[src/rtl/lrgd_pkg.sv]
`default_nettype none
// ----------------------------------------------------------------------------
// lrgd_pkg
// Shared types, widths and saturation helpers of the regression trainer.
// ----------------------------------------------------------------------------
package lrgd_pkg;

	localparam int DATA_W           = 32;
	localparam int ACC_W            = 64;
	localparam int FC_W             = 7;
	localparam int LR_W             = 16;
	localparam int FRAC_BITS        = 16;
	localparam int MAX_FEATURES_DEF = 64;
	localparam int COUNT_BITS_DEF   = 16;
	localparam logic [FC_W-1:0] FC_RESET = 7'd1;
	localparam logic [LR_W-1:0] LR_RESET = 16'd655;
	localparam logic REG_FEATURE_COUNT = 1'b0;
	localparam logic REG_LEARNING_RATE = 1'b1;

	typedef struct packed {
		logic              func;
		logic [DATA_W-1:0] feature;
		logic [DATA_W-1:0] target;
		logic              batch_end;
		logic              last;
	} lrgd_item_t;

	typedef struct packed {
		logic [DATA_W-1:0] prediction;
		logic [DATA_W-1:0] batch_loss;
		logic              loss_valid;
		logic              weights_updated;
	} lrgd_result_t;

	function automatic logic [DATA_W-1:0] sat32(input logic signed [ACC_W:0] v);
		if (v > 65'sd2147483647)
			return 32'h7fffffff;
		else if (v < -65'sd2147483648)
			return 32'h80000000;
		else
			return v[DATA_W-1:0];
	endfunction

	function automatic logic [ACC_W-1:0] sat64(input logic signed [ACC_W:0] v);
		if (v[ACC_W] != v[ACC_W-1])
			return v[ACC_W] ? 64'h8000000000000000 : 64'h7fffffffffffffff;
		else
			return v[ACC_W-1:0];
	endfunction

endpackage
`default_nettype wire

[src/rtl/lrgd_front.sv]
`default_nettype none
// ----------------------------------------------------------------------------
// lrgd_front
// Input acceptance, feature position tracking and a two-entry request queue.
// ----------------------------------------------------------------------------
module lrgd_front #(
	parameter int MAX_FEATURES = lrgd_pkg::MAX_FEATURES_DEF
) (
	input  wire                          clk,
	input  wire                          arst_n,
	input  wire                          s_tvalid,
	output logic                         s_tready,
	input  wire  [63:0]                  s_tdata,
	input  wire                          s_tlast,
	input  wire                          s_tuser,
	input  wire  [$clog2(MAX_FEATURES+1)-1:0] n_eff,
	output logic                         q_valid,
	output lrgd_pkg::lrgd_item_t         q_item,
	output logic [(MAX_FEATURES > 1 ? $clog2(MAX_FEATURES) : 1)-1:0] q_idx,
	input  wire                          q_pop
);

	localparam int IW = MAX_FEATURES > 1 ? $clog2(MAX_FEATURES) : 1;
	localparam int NW = $clog2(MAX_FEATURES + 1);

	lrgd_pkg::lrgd_item_t ent_q [2];
	logic [IW-1:0]        eidx_q [2];
	logic                 wp_q, rp_q;
	logic [1:0]           cnt_q;
	logic [IW-1:0]        fi_q;
	logic                 push, last;

	assign s_tready = cnt_q != 2'd2;
	assign push     = s_tvalid && s_tready;
	assign last     = (NW'(fi_q) + NW'(1)) >= n_eff;
	assign q_valid  = cnt_q != 2'd0;
	assign q_item   = ent_q[rp_q];
	assign q_idx    = eidx_q[rp_q];

	always_ff @(posedge clk or negedge arst_n) begin
		if (!arst_n) begin
			wp_q  <= 1'b0;
			rp_q  <= 1'b0;
			cnt_q <= 2'd0;
			fi_q  <= '0;
		end else begin
			if (push) begin
				ent_q[wp_q]  <= '{func: s_tuser, feature: s_tdata[31:0],
					target: s_tdata[63:32], batch_end: s_tlast, last: last};
				eidx_q[wp_q] <= fi_q;
				wp_q         <= ~wp_q;
				fi_q         <= last ? '0 : fi_q + IW'(1);
			end
			if (q_pop)
				rp_q <= ~rp_q;
			cnt_q <= cnt_q + 2'(push) - 2'(q_pop);
		end
	end

endmodule
`default_nettype wire

[config.mk]
export PLATFORM = sky130hd
export DESIGN_NAME = lrgd_front
export DESIGN_NICKNAME = d
export VERILOG_FILES = /design/src/rtl/lrgd_pkg.sv /design/src/rtl/lrgd_front.sv
export SDC_FILE = /design/constraint.sdc
export NUM_CORES = 1
export LEC_CHECK = 0
export ABC_CLOCK_PERIOD_IN_PS = 5300
export BUFFER_PORTS_ARGS = -buffer_cell sky130_fd_sc_hd__buf_2
export CAP_MARGIN = 15
export CORE_ASPECT_RATIO = 0.7
export CORE_MARGIN = 4
export CORE_UTILIZATION = 53
export CTS_BUF_LIST = sky130_fd_sc_hd__clkbuf_4
export DETAILED_ROUTE_END_ITERATION = 12
export PLACE_DENSITY = 0.79
export SYNTH_ARGS = -nofsm -noshare
export SYNTH_HDL_FRONTEND = slang
export SYNTH_SLANG_ARGS = --single-unit
export TNS_END_PERCENT = 10
[constraint.sdc]
create_clock -name clk -period 5.3 [get_ports clk]
set_input_delay 0 -clock clk [delete_from_list [all_inputs] [get_ports clk]]
set_output_delay 0 -clock clk [all_outputs]
set_load 0.01 [all_outputs]
### Yosys cells after proc, flatten, opt, wreduce, memory -nomap -nowiden

Memory sizes are Yosys's and may differ from the RTL's.
Cells that the tools add are included.

| cells by class | value |
|---|---|
| $lt $le $gt $ge | 1 |
| add/sub/neg operators | 4 |
| multiplexer cells | 3 |
| bitwise operators | 2 |
| eq/ne operators | 1 |
| reductions and logical operators | 3 |

Operators by type and width:

| kind | count |
|---|---|
| 6-bit by 1-bit adder with 7-bit output, second input constant | 1 |
| 7-bit >= comparator | 1 |
| 6-bit by 1-bit adder with 6-bit output, second input constant | 1 |
| 6-bit two-way mux | 1 |
| 2-bit by 1-bit adder with 2-bit output | 1 |
| 1-bit logical AND | 2 |
| 1-bit two-way mux | 2 |
| 2-bit != test, second input constant | 1 |
| 1-bit NOT | 2 |
| 2-bit nonzero test | 1 |
| 2-bit by 1-bit subtractor with 2-bit output | 1 |

| word-level totals | value |
|---|---|
| bits in writable memories | 146 |
| logic and storage cells | 20 |
| memories | 2 |
| register bits after elaboration | 10 |

Memories:

| memory | depth | bits a word | read ports | clocked after Yosys merged registers in | wr ports | line | text |
|---|---|---|---|---|---|---|---|
| ent_q | 2 | 67 | 1 | 0 | 1 | lrgd_front.sv:26 | `lrgd_pkg::lrgd_item_t ent_q [2];` |
| eidx_q | 2 | 6 | 1 | 0 | 1 | lrgd_front.sv:27 | `logic [IW-1:0] eidx_q [2];` |

### Longest topological paths before layout

Gate-level depths: netlist (run 1).

| depth | value |
|---|---|
| word-level depth | 5 |
| gate-level depth with buffers | 9 |
| mapped depth without buffers | 9 |

### Least setup slack after synthesis (run 1)

No wires, ideal clock.

| path | value |
|---|---|
| path type | register to register |
| start | register cnt_q[1] |
| end | memory eidx_q[0][0] in the netlist's numbering, enable pin |
| path slack | 868 ps |
| library setup time | 506 ps |
| buffers on the path | 1 |
| clock period less this slack | 4432 ps |
| arrival | 3926 ps |
| data required time | 4794 ps |
| stages on the path, launching flop included | 6 |
| path through | dfrtp_1 nand2b_1 and2_1 clkbuf_2 nand2_1 nor2_1 |

| between the ends | value |
|---|---|
| word-level cells in the longest chain between the ends | 5 |

RTL lines:

| what | line | text |
|---|---|---|
| from (decl) | lrgd_front.sv:29 | `logic [1:0] cnt_q;` |
| from (signal assigned) | lrgd_front.sv:56 | `cnt_q <= cnt_q + 2'(push) - 2'(q_pop);` |
| 2-bit != test | lrgd_front.sv:33 | `assign s_tready = cnt_q != 2'd2;` |
| via s_tready | lrgd_front.sv:12 | `output logic s_tready,` |
| 1-bit logical AND | lrgd_front.sv:34 | `assign push = s_tvalid && s_tready;` |
| 1-bit two-way mux | lrgd_front.sv:47 | `if (push) begin` |
| 1-bit logical AND (not written as such) | lrgd_front.sv:50 | `eidx_q[wp_q] <= fi_q;` |
| 1-bit two-way mux (not written as such) | lrgd_front.sv:50 |  |
| to (decl) | lrgd_front.sv:27 |  |

The timed path passes the listed nets, and every way through them passes these cells.

==> out/results.ini, run 1 <==
[sta]
rsz0062_at_grt = false
fin_crit_ns = 2.70
finClkSkew_ns = 0.0186
worstMarginPinSlew_ns = 1.04
post-route-period-util_pct = 51.0
hold_viol = 0
fmax_mhz = 370
whs_ns = 0.0914
tns_ns = 0
max_slew_margin_pct = 30.4
setup_violations = 0
maxSlewViolCount = 0

[placement]
place.gp.congestion = 0.770
port_buffers = 151
dpl.hpwl_mm = 7.10

[floorplanning]
coreArea_sq_um = 11000
start_util_pct = 54.0
dieHeight_um = 96.5
fp.dieW_um = 134
die_area_sq_um = 13000
ioPinCount = 152
row_count = 32

[hold_path]
worstHoldPathType = primary input to flip-flop

[outcome]
status = completed

[flow_run]
cap_violations = 0

[pwr]
p_leak_nw = 2.98
clockPowerShare_pct = 18.7
powerDensity_nw_per_um2 = 426
ir_drop_mv = 0.338
p_sw_w = 0.00107
p_int_w = 0.00226
p_comb_share_pct = 30.2
switching_share_pct = 32.1
power_frac_seq_pct = 51.1

[routing]
first_iter_violations = 172
first_pass_iters = 4
drt-total-wl_mm = 11.9
drc = 0
vias = 3463
viasPerCell = 4.96
antenna_left = 0
avgRoutedWirePerCell_um = 17.1

[critical_path]
cp_data_required_time_ns = 5.30
cp_max_fo = 44
critPathKind = flip-flop to output port
max_stage_delay_ns = 1.07
startpoint_type = flip-flop
cp-end-kind = output port
crit_buf_inv = 2
cp_top_family = flip-flops
crit_slowest_cell = dfrtp_2
cp.arrival_ns = 2.70
cp_cell_sequence = buf_4 -> mux2_2 -> buf_2

[global_routing]
antenna_found_initial = 0
grtUsageTotal_pct = 18.6
gr-total-overflow = 0
grt_pass1_vias = 3608
grt_max_degree = 74
grt_first_pass_wirelength_mm = 18.2

[yosys]
yosysUniqueCellTypes = 28
ys_ff_latch = 156
syn_area_sq_um = 5930
post-synth-top-count-cell = edfxtp_1
synth_warnings = 0
synth_area_leaders = edfxtp_1 74%, mux2_2 14%, dfrtp_1 4.2%
seq_area_frac_synth_pct = 78.2
yosysTopAreaCell = edfxtp_1
yosysTopAreaCellShare_pct = 73.9
yosys-top-cells-count = 146 x edfxtp_1, 74 x mux2_2, 10 x dfrtp_1, 10 x ha_1
syn_nets = 386
avgSynthCellArea_sq_um = 19.8
synthFlopType = edfxtp_1
synthCells = 299
postSynth.asyncResetShare_pct = 6.41
synth-edff-count = 146

[cells_and_area]
drive_above_1_share_pct = 48.6
area_delta_synth_final_pct = 31.6
nets = 619
diodes = 0

[clocking]
clockBufferDepth = 2
clk_latency_ns = 0.53
cts_buffers = 17
htree_num_levels = 4
cts_sinks = 156
tritoncts = built
clock_tree.root_cell = clkbuf_4
clk_pin_slew_ns = 0.13
cts_resized = 0

layout make-up:
class | instances | area, sq um
Clock buffer | 17 | 128
Clock inverter | 15 | 114
Fill cell | 730 | 3170
Inverter | 8 | 30.0
Multi-Input combinational cell | 126 | 1230
Sequential cell | 156 | 4640
Tap cell | 153 | 191
Timing Repair Buffer | 223 | 1470
registers in the layout, indices dropped and copies added, names as in the netlist:
signal,flops
eidx_q,12
cnt_q,2
rp_q,1
fi_q,6
ent_q,134
wp_q,1
routing by layer:
layer / vias to the layer above / wire (um) / global-route usage (%)
li1: 1632 / - / -
met5: - / 0 / 0
met3: 10 / 1080 / 7.19
met2: 143 / 5820 / 31.1
met4: 0 / 103 / 5.34
met1: 1678 / 4910 / 23.1
worst min-delay path, delay by kind of cell:
kind / cells / cell delay (ns)
AO/OA/AOI/OAI: 2 / 0.18
adder cells (fa/ha/maj): 1 / 0.15
buffers and inverters: 2 / 0.14
through the flow:
step	cells	total power, W	area, sq um	worst slack (ns)	utilization (%)
finish	698	0.00333	7800	2.60	71.1
global route	698	0.00351	7800	2.39	71.1
CTS	698	0.00335	7800	2.53	71.1
detailed placement	596	0.00269	6860	2.59	62.5
global placement	596	0.00266	6860	2.65	62.5
floorplan	299	0.00233	5930	0.868	-
power by group through the flow:
| stage | Sequential (W) | Combinational (W) | Clock (W) |
|---|---|---|---|
| after floorplan | 0.00165 | 0.000688 | 0 |
| after global routing | 0.00173 | 0.00109 | 0.000694 |
| final | 0.00170 | 0.00100 | 0.000621 |
| after detailed placement | 0.00173 | 0.000963 | 0 |
| after global placement | 0.00172 | 0.000949 | 0 |
| after CTS | 0.00170 | 0.00101 | 0.000640 |
cell families (layout without fill, tap and decap cells):
group,after synthesis,count (layout),share of synthesized area (%)
and+or+nand+nor,23,23,1.90
adders and majority gates,10,10,2.11
DFF,156,156,78.2
xor gates and xnor gates,8,8,1.18
AOI/OAI and AO/OA,11,11,1.33
buffers and inverters,17,263,1.27
muxes,74,74,14.1
path summary, 6_finish.rpt:
| path | start | to | slack, ns | depth (start not counted) |
|---|---|---|---|---|
| worst max-delay path | rp_q$_DFFE_PN0P_ | q_item[26] | 2.60 | 3 |
| worst min-delay path | n_eff[6] | ent_q[0][0]$_DFFE_PP_ | 0.09 | 5 |
| worst max register to register | cnt_q[1]$_DFF_PN0_ | eidx_q[0][3]$_DFFE_PP_ | 2.64 | 5 |
| worst min register to register | cnt_q[1]$_DFF_PN0_ | cnt_q[1]$_DFF_PN0_ | 0.51 | 1 |
| max in group asynchronous | arst_n | rp_q$_DFFE_PN0P_ | 4.43 | 3 |
| min in group asynchronous | arst_n | cnt_q[0]$_DFF_PN0_ | 0.52 | 3 |
layout by cell type, fill, tap and decap left out, types with 2 or more instances in the layout:
cell type,synthesis,routed
nand2_1,8,8
dfrtp_1,10,9
ha_1,10,10
inv_1,7,7
xnor2_1,6,6
nor2_1,3,2
buf_2,8,151
edfxtp_1,146,146
clkinv_2,0,2
buf_4,0,2
nand3_1,3,3
xor2_1,2,2
clkinvlp_4,0,6
inv_6,0,5
a22o_1,2,2
clkbuf_4,0,17
nand2b_1,2,2
dlygate4sd3_1,0,70
mux2_2,74,74
o21ai_0,3,3
timing repair:
| item | in CTS | in global routing |
|---|---|---|
| hold buffers | 70 | 0 |
| buffers inserted | 0 | 0 |
| hold endpoints to repair | 149 | 0 |
No activity file was read; power rests on OpenSTA's default activity.
==> inputs of run 2 (changes only) <==
--- a/config.mk
+++ b/config.mk
@@ -5,7 +5,7 @@
 export SDC_FILE = /design/constraint.sdc
 export NUM_CORES = 1
 export LEC_CHECK = 0
-export ABC_CLOCK_PERIOD_IN_PS = 5300
+export ABC_CLOCK_PERIOD_IN_PS = 2690
 export BUFFER_PORTS_ARGS = -buffer_cell sky130_fd_sc_hd__buf_2
 export CAP_MARGIN = 15
 export CORE_ASPECT_RATIO = 0.7
==> constraint.sdc (replaced) <==
create_clock -name clk -period 2.69 [get_ports clk]
set_input_delay 0 -clock clk [delete_from_list [all_inputs] [get_ports clk]]
set_output_delay 0 -clock clk [all_outputs]
set_load 0.01 [all_outputs]
==> out/results.ini, run 2 (same netlist as run 1, synthesis figures left out) <==
[placement]
dpl.hpwl_mm = 7.14  ; +0.48%
port_buffers = 151  ; unchanged
place_area_sq_um = 6910  ; +0.69%
place.gp.congestion = 0.773  ; +0.42%

[cells_and_area]
largest_reg_flops = 134  ; unchanged
drive_above_1_share_pct = 48.7  ; +0.094 points
fill_cells = 729  ; -0.14%
nets = 620  ; +0.16%
area_delta_synth_final_pct = 33.0
final_common_cell = buf_2
reg.largest.list = ent_q (134), eidx_q (12), fi_q (6)
largest-register = ent_q
diodes = 0  ; unchanged
final_cell_mix = 151 x buf_2, 146 x edfxtp_1, 74 x mux2_2
fin_area_sq_um = 7890  ; +1.1%

[routing]
antenna_left = 0  ; unchanged
vias = 3432  ; -0.90%
drt-total-wl_mm = 11.9  ; +0.25%
viasPerCell = 4.91  ; -1.0%
avgRoutedWirePerCell_um = 17.1  ; +0.11%
first_iter_violations = 185  ; +7.6%
drc = 0  ; unchanged
first_pass_iters = 4  ; unchanged

[sta]
worstMarginPinSlew_ns = 0.571  ; -0.473 ns
finClkSkew_ns = 0.0225  ; +0.00388 ns
fmax_mhz = 412
whs_ns = 0.0762  ; -0.0153 ns
setup_violations = 0  ; unchanged
hold_viol = 0  ; unchanged
post-route-period-util_pct = 90.3
fin_crit_ns = 2.43
rsz0062_at_grt = false
maxSlewViolCount = 0  ; unchanged
max_slew_margin_pct = 62.0  ; +32 points

[hold_path]
worstHoldPathType = primary input to flip-flop
hold_depth = 5  ; unchanged
min-delay-start = n_eff[6]
min_to = ent_q[1][0]$_DFFE_PP_

[global_routing]
grt_max_degree = 74  ; unchanged
grtUsageTotal_pct = 18.8  ; +0.12 points
grt_first_pass_wirelength_mm = 18.4  ; +1.4%
gr-total-overflow = 0  ; unchanged
grt_pass1_vias = 3637  ; +0.80%
antenna_found_initial = 0  ; unchanged

[clocking]
clockBufferDepth = 2  ; unchanged
clk_latency_ns = 0.52  ; about the same
clock_tree.root_cell = clkbuf_4
clk_pin_slew_ns = 0.14  ; about the same
htree_num_levels = 4  ; unchanged
tritoncts = built
cts_sinks = 156  ; unchanged
cts_buffers = 17  ; unchanged

[critical_path]
cp_max_fo = 7  ; -84%
max_stage_delay_ns = 0.49  ; -0.58 ns
critPathKind = flip-flop to flip-flop
cp_data_required_time_ns = 3.11  ; -2.19 ns
cp-end-kind = flip-flop
cp_cell_sequence = ha_1 -> nand3_1 -> xnor2_1 -> ha_1 -> nand4_1 -> o31ai_4 -> nor2_2 -> mux2_2
crit_slowest_cell = dfrtp_1
reg2regPathDepth = 8  ; +3
rr_endpoint = fi_q[0]$_DFFE_PN0P_
crit_path_frequent_cell = ha_1
startpoint_type = flip-flop
regToRegSetupSlack_ns = 0.26  ; -2.38 ns
r2r_start = fi_q[0]$_DFFE_PN0P_
cp.arrival_ns = 2.85  ; +0.15 ns

[floorplanning]
fp.dieW_um = 134  ; unchanged
ioPinCount = 152  ; unchanged
die_area_sq_um = 13000  ; unchanged
coreArea_sq_um = 11000  ; unchanged
start_util_pct = 54.0  ; unchanged
row_count = 32  ; unchanged
dieHeight_um = 96.5  ; unchanged

[pwr]
ir_drop_mv = 1.06  ; +210%
powerDensity_nw_per_um2 = 851  ; +100%
p_leak_nw = 3.01  ; +1.0%

[outcome]
status = completed

[flow_run]
cap_violations = 0  ; unchanged

-- run 2: changes by cell type in the layout (fill, tap and decap cells not counted) --
| cell | delta |
|---|---|
| buf_12 | +3 |
| clkinv_4 | +3 |
| buf_4 | -2 |
| inv_6 | -2 |
| bufinv_16 | +1 |
| clkinv_2 | -1 |
| clkinvlp_4 | -1 |
| dfrtp_2 | -1 |
| dfrtp_4 | +1 |
| o31ai_2 | -1 |
| o31ai_4 | +1 |
-- run 2: worst max-delay path by stage --
stage,endpoint,slack [ns],from,depth (start not counted)
floorplan,eidx_q[1][0]$_DFFE_PP_,-0.32,cnt_q[1]$_DFF_PN0_,4
global placement,fi_q[0]$_DFFE_PN0P_,0.33,fi_q[0]$_DFFE_PN0P_,8
detailed placement,fi_q[0]$_DFFE_PN0P_,0.16,fi_q[0]$_DFFE_PN0P_,8
CTS,fi_q[0]$_DFFE_PN0P_,0.14,fi_q[0]$_DFFE_PN0P_,8
global route,fi_q[0]$_DFFE_PN0P_,0.07,fi_q[0]$_DFFE_PN0P_,9
finish,fi_q[0]$_DFFE_PN0P_,0.26,fi_q[0]$_DFFE_PN0P_,8
-- run 2: through the flow --
stage / cells / setup TNS (ns) / worst slack (ns) / util (%) / power, W
final: 699 / 0 / 0.260 / 71.9 / 0.00671
after global routing: 699 / 0 / 0.0695 / 71.9 / 0.00709
after CTS: 699 / 0 / 0.139 / 71.8 / 0.00674
after detailed placement: 597 / 0 / 0.158 / 63.0 / 0.00534
after global placement: 597 / 0 / 0.330 / 63.0 / 0.00528
after floorplan: 299 / -23.55 / -0.323 / - / 0.00459
-- run 2: area by class of cell --
type	instances	area, sq um	area share (%)
tap	153	191	2.43
multi-input combinational	126	1240	15.7
clock buffer	17	128	1.62
sequential	156	4640	58.8
clock inverter	15	140	1.78
inverter	8	30.0	0.381
timing repair buffer	224	1520	19.2
-- run 2: power by group --
group	total [W]	leakage, nW	internal (W)	switching (W)
clock network	0.00132	0.131	0.000471	0.000851
registers	0.00334	1.46	0.00307	0.000272
logic	0.00205	1.42	0.00104	0.00101
-- run 2: worst max-delay path, delay by kind of cell (launching register included) --
kind / cells / cell delay (ns)
muxes: 1 / 0.28
DFF: 1 / 0.49
xor gates and xnor gates: 1 / 0.17
adders and majority gates: 2 / 0.59
and+or+nand+nor: 3 / 0.36
AOI/OAI and AO/OA: 1 / 0.44
-- run 2: per-layer routing --
metal | global-route usage, % | routed length, um | vias to the layer above
li1 | - | - | 1638
met1 | 23.5 | 5130 | 1671
met2 | 31.4 | 5930 | 115
met3 | 7.35 | 815 | 8
met4 | 4.32 | 58 | 0
met5 | 0 | 0 | -
-- run 2: timing repair --
action	in CTS	in global routing
gates resized for setup	0	1
hold buffers	70	0
hold endpoints to repair	148	0
buffers inserted	0	0
setup endpoints to repair	0	3
==> inputs of run 3 (changes only) <==
--- a/config.mk
+++ b/config.mk
@@ -9,7 +9,6 @@
 export BUFFER_PORTS_ARGS = -buffer_cell sky130_fd_sc_hd__buf_2
 export CAP_MARGIN = 15
 export CORE_ASPECT_RATIO = 0.7
-export CORE_MARGIN = 4
 export CORE_UTILIZATION = 53
 export CTS_BUF_LIST = sky130_fd_sc_hd__clkbuf_4
 export DETAILED_ROUTE_END_ITERATION = 12
==> out/results.ini, run 3 (same netlist as run 1, synthesis figures left out) <==
[outcome]
status = completed

[clocking]
clock_tree.root_cell = clkbuf_4
clk_pin_slew_ns = 0.14  ; about the same
cts_sinks = 156  ; unchanged
htree_num_levels = 4  ; unchanged
cts_buffers = 17  ; unchanged
clockBufferDepth = 2  ; unchanged
tritoncts = built
clk_latency_ns = 0.52  ; about the same

[placement]
dpl.hpwl_mm = 6.95  ; -2.7%
port_buffers = 151  ; unchanged
place_area_sq_um = 6880  ; -0.34%
dp_cells = 593  ; -0.67%
place.gp.congestion = 0.777  ; +0.48%

[cells_and_area]
final_cell_mix = 151 x buf_2, 146 x edfxtp_1, 74 x mux2_2
fill_cells = 670  ; -8.1%
area_delta_synth_final_pct = 32.9  ; about the same
seqCellArea_sq_um = 4640  ; unchanged
fin_area_sq_um = 7880  ; about the same
largest_reg_flops = 134  ; unchanged
multi_input_area_sq_um = 1240  ; unchanged
instances_no_fill = 696  ; -0.43%
nets = 621  ; +0.16%
final_common_cell = buf_2
reg.largest.list = ent_q (134), eidx_q (12), fi_q (6)
largest-register = ent_q
drive_above_1_share_pct = 49.0  ; +0.28 points

[routing]
avgRoutedWirePerCell_um = 17.4  ; +1.7%
vias = 3489  ; +1.7%
first_pass_iters = 4  ; unchanged
viasPerCell = 5.01  ; +2.1%
drc = 0  ; unchanged
antenna_left = 0  ; unchanged
drt-total-wl_mm = 12.1  ; +1.3%
first_iter_violations = 263  ; +42%

[global_routing]
grt_max_degree = 75  ; +1.4%
grt_first_pass_wirelength_mm = 18.6  ; +1.1%
grt_pass1_vias = 3780  ; +3.9%
antenna_found_initial = 1  ; +1
gr-total-overflow = 0  ; unchanged
grtUsageTotal_pct = 21.7  ; +2.9 points

[floorplanning]
ioPinCount = 152  ; unchanged
start_util_pct = 55.8  ; +1.7 points
coreArea_sq_um = 10600  ; -3.1%
row_count = 31  ; -3.1%
fp.dieW_um = 128  ; -4.5%
die_area_sq_um = 11600  ; -10%
dieHeight_um = 90.5  ; -6.2%

[flow_run]
cap_violations = 0  ; unchanged

[sta]
finClkSkew_ns = 0.0115  ; -0.0110 ns
post-route-period-util_pct = 92.0  ; +1.6 points
fmax_mhz = 404  ; -1.8%
fin_crit_ns = 2.47  ; +0.0444 ns
maxSlewViolCount = 0  ; unchanged
hold_viol = 0  ; unchanged
max_slew_margin_pct = 30.5  ; -31 points
worstMarginPinSlew_ns = 1.04  ; +0.471 ns
setup_violations = 0  ; unchanged
rsz0062_at_grt = false

[pwr]
ir_drop_mv = 1.06  ; about the same
powerDensity_nw_per_um2 = 856  ; +0.58%
p_leak_nw = 3.02  ; +0.50%

[critical_path]
crit_path_frequent_cell = ha_1
regToRegSetupSlack_ns = 0.22  ; -0.04 ns
crit_slowest_cell = dfrtp_1
endpoint = fi_q[0]$_DFFE_PN0P_
startpoint = fi_q[0]$_DFFE_PN0P_
reg2regPathDepth = 9  ; +1
critPathKind = flip-flop to flip-flop
cp-end-kind = flip-flop
startpoint_type = flip-flop
cp_max_fo = 7  ; unchanged
rr_endpoint = fi_q[0]$_DFFE_PN0P_
cp_data_required_time_ns = 3.15  ; +0.04 ns
crit_buf_inv = 0  ; unchanged
max_stage_delay_ns = 0.49  ; about the same
path_depth = 9  ; +1
cp_top_family = compound AO/OA/AOI/OAI gates
cp.arrival_ns = 2.93  ; +0.08 ns
r2r_start = fi_q[0]$_DFFE_PN0P_
cp_cell_sequence = ha_1 -> nand3_1 -> xnor2_1 -> ha_1 -> a211o_1 -> a21oi_1 -> o31ai_4 -> nor2_2 -> mux2_2

[hold_path]
worstHoldPathType = primary input to flip-flop

-- run 3: worst min path at each step --
stage	startpoint	to	slack (ns)	depth (start not counted)
after floorplan	arst_n	cnt_q[0]$_DFF_PN0_	-0.30	0
after global placement	arst_n	cnt_q[0]$_DFF_PN0_	-0.12	1
after detailed placement	arst_n	cnt_q[0]$_DFF_PN0_	-0.11	1
after CTS	n_eff[6]	ent_q[1][0]$_DFFE_PP_	0.05	5
after global routing	n_eff[6]	ent_q[1][0]$_DFFE_PP_	0.03	5
final	n_eff[6]	ent_q[1][0]$_DFFE_PP_	0.06	5
-- run 3: per-stage QoR --
| stage | utilization, % | hold slack (ns) | total power (W) | setup slack, ns | TNS [ns] |
|---|---|---|---|---|---|
| floorplan | - | -0.296 | 0.00459 | -0.323 | -23.55 |
| CTS | 74.0 | 0.0500 | 0.00676 | 0.128 | 0 |
| global placement | 64.8 | -0.119 | 0.00523 | 0.316 | 0 |
| detailed placement | 64.8 | -0.109 | 0.00531 | 0.160 | 0 |
| finish | 74.1 | 0.0612 | 0.00674 | 0.216 | 0 |
| global route | 74.1 | 0.0284 | 0.00709 | 0.0207 | 0 |
-- run 3: tightest hold or removal path, delay by kind of cell --
family                   cells  cell delay, ns
buffers and inverters        2            0.14
adder cells (fa/ha/maj)      1            0.14
AO/OA/AOI/OAI                2            0.17
-- run 3: area by class of cell --
| type | instances | share of cell area [%] |
|---|---|---|
| Sequential cell | 156 | 58.9 |
| Antenna cell | 1 | 0.0318 |
| Inverter | 8 | 0.381 |
| Clock buffer | 17 | 1.62 |
| Tap cell | 148 | 2.35 |
| Clock inverter | 15 | 1.97 |
| Timing Repair Buffer | 225 | 19.0 |
| Multi-Input combinational cell | 126 | 15.8 |
-- run 3: per-layer routing --
metal / up-vias / routed length (um) / global-route usage, %
li1: 1638 / - / -
met1: 1704 / 4790 / 24.2
met2: 137 / 6210 / 38.7
met3: 10 / 1000 / 7.82
met4: 0 / 87 / 6.37
met5: - / 0 / 0
-- run 3: what timing repair did --
| item | 4_1_cts | 5_1_grt |
|---|---|---|
| setup endpoints to repair | 0 | 2 |
| hold buffers | 70 | 0 |
| buffers inserted | 0 | 0 |
| endpoints found under the hold margin | 148 | 0 |
| resized for setup | 0 | 1 |
-- run 3: power breakdown --
part	internal, W	switching [W]	leakage, nW
Combinational	0.00102	0.000911	1.42
Sequential	0.00306	0.000372	1.46
Clock	0.000495	0.000880	0.147
